`src/rtl/core/mtd_pkg.sv`:
```
// Shared types, constants and letter table for the Morse tone decoder.
package mtd_pkg;

  // Field widths
  localparam int LEVEL_W      = 10;
  localparam int TIME_BITS    = 32;
  localparam int SPACE_W      = 16;
  localparam int CHAR_W       = 7;
  localparam int MAX_ELEMENTS = 5;
  // heap-numbered tree node: root is 1, deepest node needs MAX_ELEMENTS+1 bits
  localparam int TREE_W       = MAX_ELEMENTS + 2;

  // Configuration channel
  localparam int CFG_IDX_W  = 4;
  localparam int CFG_DATA_W = 16;

  typedef enum logic [CFG_IDX_W-1:0] {
    REG_ENABLE       = 4'd0,
    REG_ON_THRESHOLD = 4'd1,
    REG_LETTER_SPACE = 4'd2,
    REG_WORD_SPACE   = 4'd3
  } cfg_reg_t;

  // Register reset values
  localparam logic [LEVEL_W-1:0] ON_THRESHOLD_RST = LEVEL_W'(700);
  localparam logic [SPACE_W-1:0] LETTER_SPACE_RST = SPACE_W'(184);
  localparam logic [SPACE_W-1:0] WORD_SPACE_RST   = SPACE_W'(369);

  // Event kinds
  localparam logic EV_LETTER = 1'b0;
  localparam logic EV_WORD   = 1'b1;

  localparam logic [CHAR_W-1:0] CHAR_UNKNOWN = CHAR_W'(8'h2A);
  localparam logic [CHAR_W-1:0] CHAR_NONE    = '0;

  localparam logic [TREE_W-1:0] TREE_ROOT = TREE_W'(1);

  // Letter table, entry i holds the letter of tree node i+2
  localparam int TABLE_LEN   = 63;
  localparam int TABLE_IDX_W = 6;
  localparam logic [0:TABLE_LEN-1][7:0] LETTER_TABLE =
    "ETIANMSURWDKGOHVF*L*PJBXCYZQ**54*3***2**+****16=/*****7***8*90*";

  typedef struct packed {
    logic               enable;
    logic [LEVEL_W-1:0] on_threshold;
    logic [SPACE_W-1:0] letter_space;
    logic [SPACE_W-1:0] word_space;
  } cfg_t;

  typedef struct packed {
    logic [LEVEL_W-1:0]   level;
    logic [TIME_BITS-1:0] now_ms;
  } sample_t;

  // Letter of a tree node; overflowed, empty or off-table letters give '*'
  function automatic logic [CHAR_W-1:0] letter_of(logic [TREE_W-1:0] node,
                                                  logic too_long);
    logic [TREE_W-1:0] idx;
    logic [7:0]        ch;
    idx = node - TREE_W'(2);
    ch  = LETTER_TABLE[idx[TABLE_IDX_W-1:0]];
    if (too_long || node < TREE_W'(2) || idx >= TREE_W'(TABLE_LEN)) begin
      letter_of = CHAR_UNKNOWN;
    end else begin
      letter_of = ch[CHAR_W-1:0];
    end
  endfunction

endpackage

```
`src/rtl/core/mtd_if.sv`:
```
// Channel interfaces: sample input, event output and configuration writes.
interface mtd_in_if;
  logic                           valid;
  logic                           ready;
  logic [mtd_pkg::LEVEL_W-1:0]    level;
  logic [mtd_pkg::TIME_BITS-1:0]  now_ms;

  modport source (output valid, level, now_ms, input ready);
  modport sink   (input valid, level, now_ms, output ready);
endinterface

interface mtd_out_if;
  logic                        valid;
  logic                        ready;
  logic                        event_kind;
  logic [mtd_pkg::CHAR_W-1:0]  character;

  modport source (output valid, event_kind, character, input ready);
  modport sink   (input valid, event_kind, character, output ready);
endinterface

interface mtd_cfg_if;
  logic                            valid;
  logic                            ready;
  logic [mtd_pkg::CFG_IDX_W-1:0]   index;
  logic [mtd_pkg::CFG_DATA_W-1:0]  data;

  modport source (output valid, index, data, input ready);
  modport sink   (input valid, index, data, output ready);
endinterface

```
`src/rtl/core/mtd_cfg_regs.sv`:
```
// Configuration register file of the Morse tone decoder.
module mtd_cfg_regs (
  input  logic          clk,
  input  logic          rst_n,
  mtd_cfg_if.sink       cfg_chan,
  output mtd_pkg::cfg_t cfg
);
  import mtd_pkg::*;

  cfg_t cfg_r;
  cfg_t cfg_nxt;

  // Writes are always taken
  assign cfg_chan.ready = 1'b1;

  // Register decode; indexes beyond the list are dropped
  always_comb begin
    cfg_nxt = cfg_r;
    if (cfg_chan.valid) begin
      case (cfg_reg_t'(cfg_chan.index))
        REG_ENABLE:       cfg_nxt.enable       = cfg_chan.data[0];
        REG_ON_THRESHOLD: cfg_nxt.on_threshold = cfg_chan.data[LEVEL_W-1:0];
        REG_LETTER_SPACE: cfg_nxt.letter_space = cfg_chan.data[SPACE_W-1:0];
        REG_WORD_SPACE:   cfg_nxt.word_space   = cfg_chan.data[SPACE_W-1:0];
        default: ;
      endcase
    end
  end

  always_ff @(posedge clk) begin
    if (!rst_n) begin
      cfg_r.enable       <= 1'b0;
      cfg_r.on_threshold <= ON_THRESHOLD_RST;
      cfg_r.letter_space <= LETTER_SPACE_RST;
      cfg_r.word_space   <= WORD_SPACE_RST;
    end else begin
      cfg_r <= cfg_nxt;
    end
  end

  assign cfg = cfg_r;

endmodule

```
`src/rtl/core/mtd_in_stage.sv`:
```
// Input register stage: holds one accepted sample until decode takes it.
module mtd_in_stage (
  input  logic             clk,
  input  logic             rst_n,
  mtd_in_if.sink           in_chan,
  input  logic             s1_take,
  output logic             s1_valid,
  output mtd_pkg::sample_t s1_data
);
  import mtd_pkg::*;

  logic    valid_r;
  logic    valid_nxt;
  sample_t data_r;
  logic    accept;

  // Accept when empty or when the held sample moves on this cycle
  assign in_chan.ready = !valid_r || s1_take;
  assign accept        = in_chan.valid && in_chan.ready;

  always_comb begin
    valid_nxt = valid_r;
    if (accept) begin
      valid_nxt = 1'b1;
    end else if (s1_take) begin
      valid_nxt = 1'b0;
    end
  end

  always_ff @(posedge clk) begin
    if (!rst_n) begin
      valid_r <= 1'b0;
    end else begin
      valid_r <= valid_nxt;
    end
  end

  // Payload, no reset needed
  always_ff @(posedge clk) begin
    if (accept) begin
      data_r.level  <= in_chan.level;
      data_r.now_ms <= in_chan.now_ms;
    end
  end

  assign s1_valid = valid_r;
  assign s1_data  = data_r;

endmodule

```
`src/rtl/core/mtd_decode.sv`:
```
// Decoder state, tone/gap classification and result register.
module mtd_decode (
  input  logic             clk,
  input  logic             rst_n,
  input  mtd_pkg::cfg_t    cfg,
  input  logic             s1_valid,
  input  mtd_pkg::sample_t s1_data,
  output logic             s1_take,
  mtd_out_if.source        out_chan
);
  import mtd_pkg::*;

  // Decoder state
  logic                 tone_on_r,        tone_on_nxt;
  logic                 word_started_r,   word_started_nxt;
  logic                 letter_emitted_r, letter_emitted_nxt;
  logic [TIME_BITS-1:0] last_change_r,    last_change_nxt;
  logic [TREE_W-1:0]    tree_r,           tree_nxt;
  logic                 too_long_r,       too_long_nxt;

  // Result register
  logic                 out_valid_r, out_valid_nxt;
  logic                 out_kind_r;
  logic [CHAR_W-1:0]    out_char_r;

  logic                 out_free;
  logic                 step;
  logic                 tone_hi;
  logic                 tone_start;
  logic                 tone_end;
  logic [TIME_BITS-1:0] diff;
  logic [TIME_BITS-1:0] interval;
  logic                 nz;
  logic                 ws_after;
  logic                 elem;
  logic                 gap;
  logic                 letter_ev;
  logic                 word_ev;
  logic                 dah;

  assign out_free = !out_valid_r || out_chan.ready;
  assign s1_take  = out_free;
  assign step     = s1_valid && out_free && cfg.enable;

  // Classify the sample against the current state
  assign tone_hi    = s1_data.level > cfg.on_threshold;
  assign tone_start = tone_hi && !tone_on_r;
  assign tone_end   = !tone_hi && tone_on_r;
  assign diff       = s1_data.now_ms - last_change_r;

  always_comb begin
    interval = '0;
    if (tone_start) begin
      if (word_started_r) interval = diff;
    end else if (!tone_hi) begin
      interval = diff;
    end
  end

  assign nz        = interval != '0;
  assign ws_after  = word_started_r || tone_start;
  assign elem      = tone_end && nz;
  assign gap       = nz && !elem && ws_after;
  assign letter_ev = gap && !letter_emitted_r &&
                     (interval > TIME_BITS'(cfg.letter_space));
  assign word_ev   = gap && !letter_ev && (interval > TIME_BITS'(cfg.word_space));
  assign dah       = interval > TIME_BITS'(cfg.letter_space);

  // Next state
  always_comb begin
    tone_on_nxt        = tone_on_r;
    word_started_nxt   = word_started_r;
    letter_emitted_nxt = letter_emitted_r;
    last_change_nxt    = last_change_r;
    tree_nxt           = tree_r;
    too_long_nxt       = too_long_r;
    if (step) begin
      tone_on_nxt      = tone_hi;
      word_started_nxt = ws_after;
      if (tone_start || tone_end) last_change_nxt = s1_data.now_ms;
      // a tone end of nonzero length adds a dit or dah unless the tree is already full depth
      if (elem) begin
        if (tree_r[TREE_W-1:MAX_ELEMENTS] != '0) begin
          too_long_nxt = 1'b1;
        end else begin
          tree_nxt = {tree_r[TREE_W-2:0], dah};
        end
      end
      if (letter_ev) begin
        letter_emitted_nxt = 1'b1;
        tree_nxt           = TREE_ROOT;
        too_long_nxt       = 1'b0;
      end
      // word space clears the whole decoder
      if (word_ev) begin
        tone_on_nxt        = 1'b0;
        word_started_nxt   = 1'b0;
        letter_emitted_nxt = 1'b0;
        last_change_nxt    = '0;
        tree_nxt           = TREE_ROOT;
        too_long_nxt       = 1'b0;
      end
      // each new tone opens a new letter
      if (tone_start) letter_emitted_nxt = 1'b0;
    end
  end

  // Result valid: loaded whenever a sample moves through, cleared when taken
  always_comb begin
    out_valid_nxt = out_valid_r;
    if (s1_valid && out_free) begin
      out_valid_nxt = step && (letter_ev || word_ev);
    end else if (out_chan.ready) begin
      out_valid_nxt = 1'b0;
    end
  end

  always_ff @(posedge clk) begin
    if (!rst_n) begin
      tone_on_r        <= 1'b0;
      word_started_r   <= 1'b0;
      letter_emitted_r <= 1'b0;
      last_change_r    <= '0;
      tree_r           <= TREE_ROOT;
      too_long_r       <= 1'b0;
      out_valid_r      <= 1'b0;
    end else begin
      tone_on_r        <= tone_on_nxt;
      word_started_r   <= word_started_nxt;
      letter_emitted_r <= letter_emitted_nxt;
      last_change_r    <= last_change_nxt;
      tree_r           <= tree_nxt;
      too_long_r       <= too_long_nxt;
      out_valid_r      <= out_valid_nxt;
    end
  end

  // Result payload
  always_ff @(posedge clk) begin
    if (step && (letter_ev || word_ev)) begin
      out_kind_r <= word_ev ? EV_WORD : EV_LETTER;
      out_char_r <= letter_ev ? letter_of(tree_r, too_long_r) : CHAR_NONE;
    end
  end

  assign out_chan.valid      = out_valid_r;
  assign out_chan.event_kind = out_kind_r;
  assign out_chan.character  = out_char_r;

  // Tree node never leaves the heap numbering
  a_tree_nonzero: assert property (@(posedge clk) disable iff (!rst_n)
    tree_r != '0)
    else $error("tree node is zero");

  // Tone or emitted letter only exist inside a started word
  a_word_started: assert property (@(posedge clk) disable iff (!rst_n)
    (tone_on_r || letter_emitted_r) |-> word_started_r)
    else $error("tone or letter state outside a word");

  // A word space leaves the decoder empty
  a_word_clear: assert property (@(posedge clk) disable iff (!rst_n)
    (step && word_ev) |=> (tree_r == TREE_ROOT && !tone_on_r && !word_started_r
                           && !too_long_r && out_valid_r))
    else $error("word space did not clear decoder");

  // A disabled block produces nothing
  a_disabled_quiet: assert property (@(posedge clk) disable iff (!rst_n)
    (s1_valid && out_free && !cfg.enable) |=> !out_valid_r)
    else $error("result while disabled");

endmodule

```
`src/rtl/core/morse_tone_decoder_core.sv`:
```
// An accepted sample passes the input register, then the result register on out_chan.
// Throughput: one sample per cycle unless back-pressure stalls; input register and
// result register each fill while the other side stalls, so in_chan.ready drops
// only on back-pressure. Configuration writes are registered and always ready.
// Reset (rst_n low, synchronous): registers return to their defaults, the
// decoder is empty and both channel stages hold no transaction.
module morse_tone_decoder_core (
  input  logic     clk,
  input  logic     rst_n,
  mtd_cfg_if.sink  cfg_chan,
  mtd_in_if.sink   in_chan,
  mtd_out_if.source out_chan
);
  import mtd_pkg::*;

  cfg_t    cfg;
  sample_t s1_data;
  logic    s1_valid;
  logic    s1_take;

  mtd_cfg_regs u_cfg (
    .clk      (clk),
    .rst_n    (rst_n),
    .cfg_chan (cfg_chan),
    .cfg      (cfg)
  );

  mtd_in_stage u_in (
    .clk      (clk),
    .rst_n    (rst_n),
    .in_chan  (in_chan),
    .s1_take  (s1_take),
    .s1_valid (s1_valid),
    .s1_data  (s1_data)
  );

  mtd_decode u_dec (
    .clk      (clk),
    .rst_n    (rst_n),
    .cfg      (cfg),
    .s1_valid (s1_valid),
    .s1_data  (s1_data),
    .s1_take  (s1_take),
    .out_chan (out_chan)
  );

endmodule

```
`src/flat_wrapper.sv`:
```
// flat-port wrapper written by rule: the top's interface ports become plain ports
module morse_tone_decoder_core_flat import mtd_pkg::*;
  (clk, rst_n, cfg_chan_valid, cfg_chan_index, cfg_chan_data, cfg_chan_ready, in_chan_valid, in_chan_level, in_chan_now_ms, in_chan_ready, out_chan_valid, out_chan_event_kind, out_chan_character, out_chan_ready);
  mtd_cfg_if cfg_chan_i ();
  mtd_in_if in_chan_i ();
  mtd_out_if out_chan_i ();
  input  logic clk;
  input  logic rst_n;
  input wire logic [$bits(cfg_chan_i.valid)-1:0] cfg_chan_valid;
  input wire logic [$bits(cfg_chan_i.index)-1:0] cfg_chan_index;
  input wire logic [$bits(cfg_chan_i.data)-1:0] cfg_chan_data;
  output wire logic [$bits(cfg_chan_i.ready)-1:0] cfg_chan_ready;
  input wire logic [$bits(in_chan_i.valid)-1:0] in_chan_valid;
  input wire logic [$bits(in_chan_i.level)-1:0] in_chan_level;
  input wire logic [$bits(in_chan_i.now_ms)-1:0] in_chan_now_ms;
  output wire logic [$bits(in_chan_i.ready)-1:0] in_chan_ready;
  output wire logic [$bits(out_chan_i.valid)-1:0] out_chan_valid;
  output wire logic [$bits(out_chan_i.event_kind)-1:0] out_chan_event_kind;
  output wire logic [$bits(out_chan_i.character)-1:0] out_chan_character;
  input wire logic [$bits(out_chan_i.ready)-1:0] out_chan_ready;
  assign cfg_chan_i.valid = cfg_chan_valid;
  assign cfg_chan_i.index = cfg_chan_index;
  assign cfg_chan_i.data = cfg_chan_data;
  assign cfg_chan_ready = cfg_chan_i.ready;
  assign in_chan_i.valid = in_chan_valid;
  assign in_chan_i.level = in_chan_level;
  assign in_chan_i.now_ms = in_chan_now_ms;
  assign in_chan_ready = in_chan_i.ready;
  assign out_chan_valid = out_chan_i.valid;
  assign out_chan_event_kind = out_chan_i.event_kind;
  assign out_chan_character = out_chan_i.character;
  assign out_chan_i.ready = out_chan_ready;
  morse_tone_decoder_core u_core (.clk(clk), .rst_n(rst_n), .cfg_chan(cfg_chan_i), .in_chan(in_chan_i), .out_chan(out_chan_i));
endmodule
```
`config.mk`:
```
export PLATFORM = sky130hd
export DESIGN_NAME = morse_tone_decoder_core_flat
export DESIGN_NICKNAME = d
export VERILOG_FILES = /design/src/rtl/core/mtd_pkg.sv /design/src/rtl/core/mtd_if.sv /design/src/rtl/core/mtd_cfg_regs.sv /design/src/rtl/core/mtd_in_stage.sv /design/src/rtl/core/mtd_decode.sv /design/src/rtl/core/morse_tone_decoder_core.sv /design/src/flat_wrapper.sv
export SDC_FILE = /design/constraint.sdc
export NUM_CORES = 1
export LEC_CHECK = 0
export BUFFER_PORTS_ARGS = -buffer_cell sky130_fd_sc_hd__buf_2
export CORE_UTILIZATION = 61
export CTS_CLUSTER_SIZE = 30
export DETAILED_ROUTE_END_ITERATION = 10
export PLACE_DENSITY = 0.81
export SETUP_SLACK_MARGIN = 0.1
export SYNTH_ARGS = -nofsm -noshare
export SYNTH_HDL_FRONTEND = slang
export SYNTH_HIERARCHICAL = 1
export SYNTH_SLANG_ARGS = --single-unit
```
`constraint.sdc`:
```
create_clock -name clk -period 6.8 [get_ports clk]
set_input_delay 0.68 -clock clk [delete_from_list [all_inputs] [get_ports clk]]
set_output_delay 0.68 -clock clk [all_outputs]
set_load 0.02 [all_outputs]
```
==> Yosys cells after proc, flatten, opt, wreduce, memory -nomap -nowiden <==
Memory sizes are Yosys's and may differ from the RTL's.
Cells that the tools add are included.
{ "totals": {"wordCells": 103, "reg_bits": 138, "inputBits": 67, "n_memories": 1, "rom_bits": 512, "out_inout_bits": 11} }
{ "classes": {"addsub": 2, "muxes": 26, "reduce_logical": 45, "n_eq_ne": 4, "order_cmp": 6, "bitwise_logic": 2} }
{ "memory_table": {"columns": ["memory", "words", "width", "read_ports", "rd_ports_with_merged_regs", "wr", "line_no", "source"], "rows": [
  ["(no name shown)", 64, 8, 1, 0, 0, "mtd_pkg.sv:62", "ch = LETTER_TABLE[idx[TABLE_IDX_W-1:0]];"]
]} }
{ "ops": {"columns": ["operator", "n"], "rows": [
  ["2-to-1 mux 32 bit", 5],
  ["greater-than comparator 32 x 16 -> 1 bit", 2],
  ["2-to-1 mux 7 bit", 6],
  ["nonzero test 32 bit", 1],
  ["subtractor 32 bit", 1],
  ["2-to-1 mux 1 bit", 14],
  ["logical AND 1 bit", 13],
  ["AND reduction 2 bit", 6],
  ["greater-than comparator 10 bit", 1],
  ["nonzero test 3 bit", 3],
  ["equality test 4 x 2 -> 1 bit, second input constant", 2],
  ["nonzero test 2 bit", 4],
  ["greater-or-equal comparator 7 x 6 -> 1 bit, second input constant", 1],
  ["greater-or-equal comparator 7 bit, second input constant", 1],
  ["logical NOT 1 bit", 7],
  ["logical OR 1 bit", 7],
  ["less-than comparator 7 x 2 -> 1 bit, second input constant", 1],
  ["inverter 6 -> 7 bit", 1],
  ["subtractor 7 x 2 -> 7 bit, second input constant", 1],
  ["2-to-1 mux 6 bit", 1],
  ["AND reduction 3 bit", 2],
  ["equality test 4 x 1 -> 1 bit, second input constant", 1],
  ["logical NOT 4 bit", 1],
  ["!= test 3 bit, second input constant", 1],
  ["other kinds (2)", 2]
]} }

==> Longest topological paths before layout <==
{ "logic_depth": {"word_depth": 16, "mapped_depth": 25, "mapped_depth_nobuf": 24} }

==> By module <==
Netlist, hierarchy kept.
{ "by_module_without_submodules": {"columns": ["mod", "n_inst", "seq_area_each_um2", "area_per_inst_um2", "cells_each"], "rows": [
  ["mtd_decode", 1, 1121.1, 5999.5, 776],
  ["mtd_cfg_regs", 1, 860.8, 1742.9, 174],
  ["mtd_in_stage", 1, 1281.2, 1318.8, 47]
]} }

==> Worst setup path before layout <==
No wires, ideal clock.
{ "synth_path": {"kind": "register to register", "start": "register u_core.u_cfg.cfg_r, in the netlist u_core/u_cfg/cfg[35]", "end": "register u_core.u_dec.too_long_r", "arrival_ns": 4.626, "path_stages_with_launch": 25, "setup_ns": 0.087, "path_buffers": 1, "required_time_ns": 6.713, "period_less_slack_ns": 4.713, "slack_ns": 2.087, "cell_sequence": "dfxtp_1 > inv_1 > ha_1 > a21o_1 > a21o_1 > a21oi_1 > nor2_1 > o21ai_0 > inv_1 > ha_1 > nor2_1 > a21o_1 > clkbuf_1 > nor2_1 > ha_1 > a2111oi_0 > o21ai_0 > a31o_2 > a21oi_1 > a22oi_1 > o21ba_2 > nor3_1 > o31ai_2 > inv_1 > a211oi_1"} }
{ "synth_between": {"elab_chain_len": 15, "elab_cells_between_ends": 24, "cone_classes": "order compare (3); mux (4); reduce/logical (17)"} }
{ "synth_lines": {"columns": ["element", "line_no", "source"], "rows": [
  ["start, declared", "mtd_cfg_regs.sv:10", "cfg_t cfg_r;"],
  ["start signal, assigned", "mtd_cfg_regs.sv:37", "cfg_r <= cfg_nxt;"],
  ["greater-than comparator 10 bit (*)", "mtd_decode.sv:46", "assign tone_hi = s1_data.level > cfg.on_threshold;"],
  ["branches (longest 14 deep; another with greater-than comparator 32 x 16 -> 1 bit)", null, null],
  ["end signal, assigned", "mtd_decode.sv:133", "too_long_r <= too_long_nxt;"],
  ["end, declared", "mtd_decode.sv:19", "logic too_long_r, too_long_nxt;"]
]} }
Every way passes the cells marked *.
A chain may end at the register's enable or synchronous reset.

==> Final worst setup path <==
{ "layout_path": {"start": "register u_core.u_in.data_r, in the netlist u_core/u_in/s1_data[35]", "end": "register u_core.u_dec.too_long_r"} }
{ "layout_between": {"elab_chain_len": 15, "elab_cells_between_ends": 24, "cone_classes": "order compare (3); mux (4); reduce/logical (17)"} }
{ "layout_lines": {"columns": ["element", "line_no", "source"], "rows": [
  ["start, declared", "mtd_in_stage.sv:14", "sample_t data_r;"],
  ["greater-than comparator 10 bit (*)", "mtd_decode.sv:46", null],
  ["branches (longest 14 deep; another with greater-than comparator 32 x 16 -> 1 bit)", null, null]
]} }
Marked as above.

==> impl_results.md <==
- Status: finished, final reports clean
- Core Area: 14,500 sq um
- Slowest CP cell: a21o_1
- Flop-to-flop setup slack: 1.24 ns
- Capturing element type of the critical path: flop
- RSZ-0062 raised after global routing: no
- Number of synthesized register bits: 138
- Hold Crit Class: in -> reg
- Number of vias per cell: 5.94
- EDFF count, synth: 50
- CP startpoint kind: flop
- Mapped Area: 9060 sq um
- Maximum vdd drop: 0.188 mV
- First-pass GRT wire length: 31.9 mm
- Slew headroom: 0.282
- Wire length per cell: 15.6 microns
- Final min period: 5.56 ns
- Largest family of logic cells by synthesized area: compound AO/OA/AOI/OAI gates
- CTS tree: yes
- Worst-case reg-to-reg path depth: 22
- Grt ovf: 0
- FFs w/ async S/R, synth: 0
- Iteration-0 DRC Markers: 606
- Mapped Cells: 997
- Total number of vias: 7,465
- Row Count: 44
- Clock Tree Buf Depth: 2
- Port Buffers: 76
- Clock root cell: clkbuf_16
- Clk_lat worst skew: 0.42 ns
- Nets: 1,211
- Area grow syn2layout: 11.2%
- Crit Path Class: reg -> reg
- Largest net degree at the start of global routing: 75
- Final Cycle Share: 0.817
- IO Count: 78
- CP max stage delay: 0.44 ns
- CTS resizes: 0
- Least-Margin Pin Slew: 1.08 ns
- Synthesis Warnings: 6
- Post-synthesis sequential area ratio: 0.360
- Crit path cell chain: ha_1 > a21o_1 > a21o_1 > a21oi_1 > nor2_1 > o21ai_0 > inv_1 > ha_1 > nor2_1 > a21o_1 > nor2_1 > ha_1 > a2111oi_0 > o21ai_0 > a31o_2 > a21oi_1 > a22oi_1 > o21ba_2 > nor3_1 > o31ai_2 > inv_1 > a211oi_1
- Clock Skews: 0.00953 ns
- Req. time, crit path: 7.13 ns
- XOR/XNOR share of the synthesized area: 0.0232
- Vias in the first global route: 6,931
- Die H: 124 microns
- CTS buffer count: 17
- Gpl congestion: 0.940
- HP Start: in_chan_level[5]
- Top cells by area, synth: dfxtp_1 19%, edfxtp_1 17%, ha_1 12%
- Sink Count: 138
- Total routing usage reported by global routing: 0.264
- Critical path arrival: 5.89 ns
- Reg clk slew, reported paths: 0.06 ns
- DR DRC count: 0
- R2R Path Start: u_core/u_in/s1_data[35]$_DFFE_PP_
- Netlist cell types: 89
- TNS Setup: 0 ns
- Synth top area share: 0.194
- CTS H-tree lvls: 4
- Total power: 2.21 mW
- FMAX: 180 MHz
- MaxCap Viol Count: 0
- CTS Hold Buffers Added: 0
- Adder-cell share of the synthesized area: 0.118
- RR Endpoint: u_core/u_dec/too_long_r$_SDFFE_PN0P_
- Initial DRT Pass Iterations: 7
- FILL cells: 1,151
- Initial antenna violation count: 0
- Compound-Gate Fraction of Synth Area: 0.201
- Worst hold endpoint: u_core/u_in/s1_data[37]$_DFFE_PP_
- Syn_nets: 1,149
- Routed Antenna Nets: 0
- Max Slew Vio Count: 0
- Die extent in x: 124 microns
- Dpl hpwl: 14.3 mm
- Share of layout cells above drive strength 1: 0.136
- Hold Vio Cnt, Final: 0
- Util after Layout: 0.693
- Die area: 15,300 sq um
- Routed WL: 19.5 mm
- Worst hold path depth: 1
- Post-synthesis simple-gate area fraction: 0.170
- N_diodes: 0
- Final setup vio count: 0
- Post-synth top flop: dfxtp_1
- Initial core utilization: 0.623
- Yosys top cell by area: dfxtp_1
- Mux contribution to synthesized area: 0.0608
- Post-CTS setup buffer count: 0
- LEAKAGE: 4.17 nW
- Pwr dens: 219 nW/um^2
- Syn Area/Cell: 9.09 sq um
- CP Max Fanout: 15
-- cell usage in the layout, fill, tap and decap left out, types with 5 or more instances in the layout --
cell / Yosys / layout
inv_1: 101 / 101
nand2_1: 95 / 95
dfxtp_1: 88 / 88
ha_1: 84 / 84
buf_2: 8 / 76
nor2_1: 72 / 72
edfxtp_1: 50 / 50
mux2i_1: 49 / 49
a21oi_1: 46 / 46
o21ai_0: 42 / 42
a22o_1: 33 / 33
nor2b_1: 27 / 27
clkbuf_16: 0 / 18
nand4_1: 17 / 17
o211ai_1: 16 / 16
nor3_1: 16 / 16
o21a_1: 14 / 14
a211oi_1: 13 / 13
xnor2_1: 13 / 13
nand3_1: 11 / 11
xor2_1: 11 / 11
or3_1: 11 / 11
nand2b_1: 10 / 10
o21ai_1: 10 / 10
and3_1: 10 / 10
a21o_1: 7 / 7
a21oi_2: 7 / 7
o31ai_1: 5 / 5
a31oi_1: 5 / 5
-- metrics by stage --
step                      setup WS, ns  std cells  area [sq um]  hold slack, ns
after floorplan                   2.09        997          9060           0.435
after global placement            1.54       1224          9480           0.444
after detailed placement          1.34       1224          9480           0.452
after CTS                         1.31       1256         10100           0.416
after global routing             0.714       1256         10100           0.407
final                             1.24       1256         10100           0.425
-- worst max-delay path: cells and delay by family, from the launching register on --
kind | cells | cell delay (ns)
adder cells (fa/ha/maj) | 3 | 0.88
flip-flops | 1 | 0.37
buffers and inverters | 2 | 0.44
AND/OR/NAND/NOR | 4 | 0.45
AO/OA/AOI/OAI | 13 | 3.31
-- sequential cells by signal (all words and copies together) (netlist names) --
register and cells:
u_core/u_dec/last_change_r 32, u_core/u_dec/too_long_r 1, u_core/u_in/s1_data 42, u_core/u_dec/tone_on_r 1
u_core/u_dec/letter_emitted_r 1, u_core/u_dec/out_chan.character 7, u_core/u_dec/tree_r 7, u_core/u_dec/word_started_r 1
u_core/u_cfg/cfg 43, u_core/u_dec/out_chan.valid 1, u_core/u_dec/out_chan.event_kind 1, u_core/u_in/s1_valid 1
-- per-layer routing --
| metal | global-route usage | up-vias | routed length [microns] |
|---|---|---|---|
| met2 | 0.456 | 224 | 9430 |
| met3 | 0.0623 | 18 | 1080 |
| met5 | 0 | - | 0 |
| met1 | 0.331 | 3487 | 8840 |
| met4 | 0.0633 | 0 | 206 |
| li1 | - | 3736 | - |
-- area by class of cell --
cell class,count,area [sq um],share of cell area
flip-flops and latches,138,3260,0.324
clock inverters,11,106,0.0106
repair buffers,80,410,0.0407
multi-input cells,720,5200,0.516
well taps,184,230,0.0229
inverters,102,383,0.0380
clock buffers,21,482,0.0478
-- Yosys cell counts, drive strengths merged, types with 11 or more instances --
| master | number |
|---|---|
| a211oi | 16 |
| a21oi | 53 |
| a22o | 33 |
| and3 | 11 |
| buf | 19 |
| clkbuf | 18 |
| dfxtp | 88 |
| edfxtp | 50 |
| ha | 84 |
| inv | 101 |
| mux2i | 49 |
| nand2 | 95 |
| nand2b | 11 |
| nand3 | 11 |
| nand4 | 18 |
| nor2 | 72 |
| nor2b | 27 |
| nor3 | 20 |
| o211ai | 16 |
| o21a | 14 |
| o21ai | 53 |
| or3 | 11 |
| xnor2 | 13 |
| xor2 | 11 |
-- how the worst max path moves through the flow --
stage                                      start                              endpoint  cells after the start
3_5_place_dp   u_core/u_in/s1_data[35]$_DFFE_PP_  u_core/u_dec/too_long_r$_SDFFE_PN0P_                     22
6_report       u_core/u_in/s1_data[35]$_DFFE_PP_  u_core/u_dec/too_long_r$_SDFFE_PN0P_                     22
2_1_floorplan  u_core/u_cfg/cfg[35]$_SDFFE_PN1P_  u_core/u_dec/too_long_r$_SDFFE_PN0P_                     24
4_1_cts        u_core/u_in/s1_data[35]$_DFFE_PP_  u_core/u_dec/too_long_r$_SDFFE_PN0P_                     22
5_1_grt        u_core/u_in/s1_data[35]$_DFFE_PP_  u_core/u_dec/too_long_r$_SDFFE_PN0P_                     22
3_3_place_gp   u_core/u_cfg/cfg[35]$_SDFFE_PN1P_  u_core/u_dec/too_long_r$_SDFFE_PN0P_                     23
-- where the power goes --
group          switching, mW  internal [mW]
Combinational          0.242          0.163
Sequential            0.0138          0.882
Clock                  0.358          0.548
-- cells by family (layout without fill, tap and decap cells) --
| family | count (synthesis) | in the layout |
|---|---|---|
| adders and majority gates | 85 | 85 |
| xor gates and xnor gates | 24 | 24 |
| and+or+nand+nor | 303 | 303 |
| AOI/OAI and AO/OA | 254 | 254 |
| muxes | 53 | 53 |
| buffers and inverters | 139 | 214 |
| DFF | 138 | 138 |
| other | 1 | 1 |
Power figures use the tool's default switching activity.
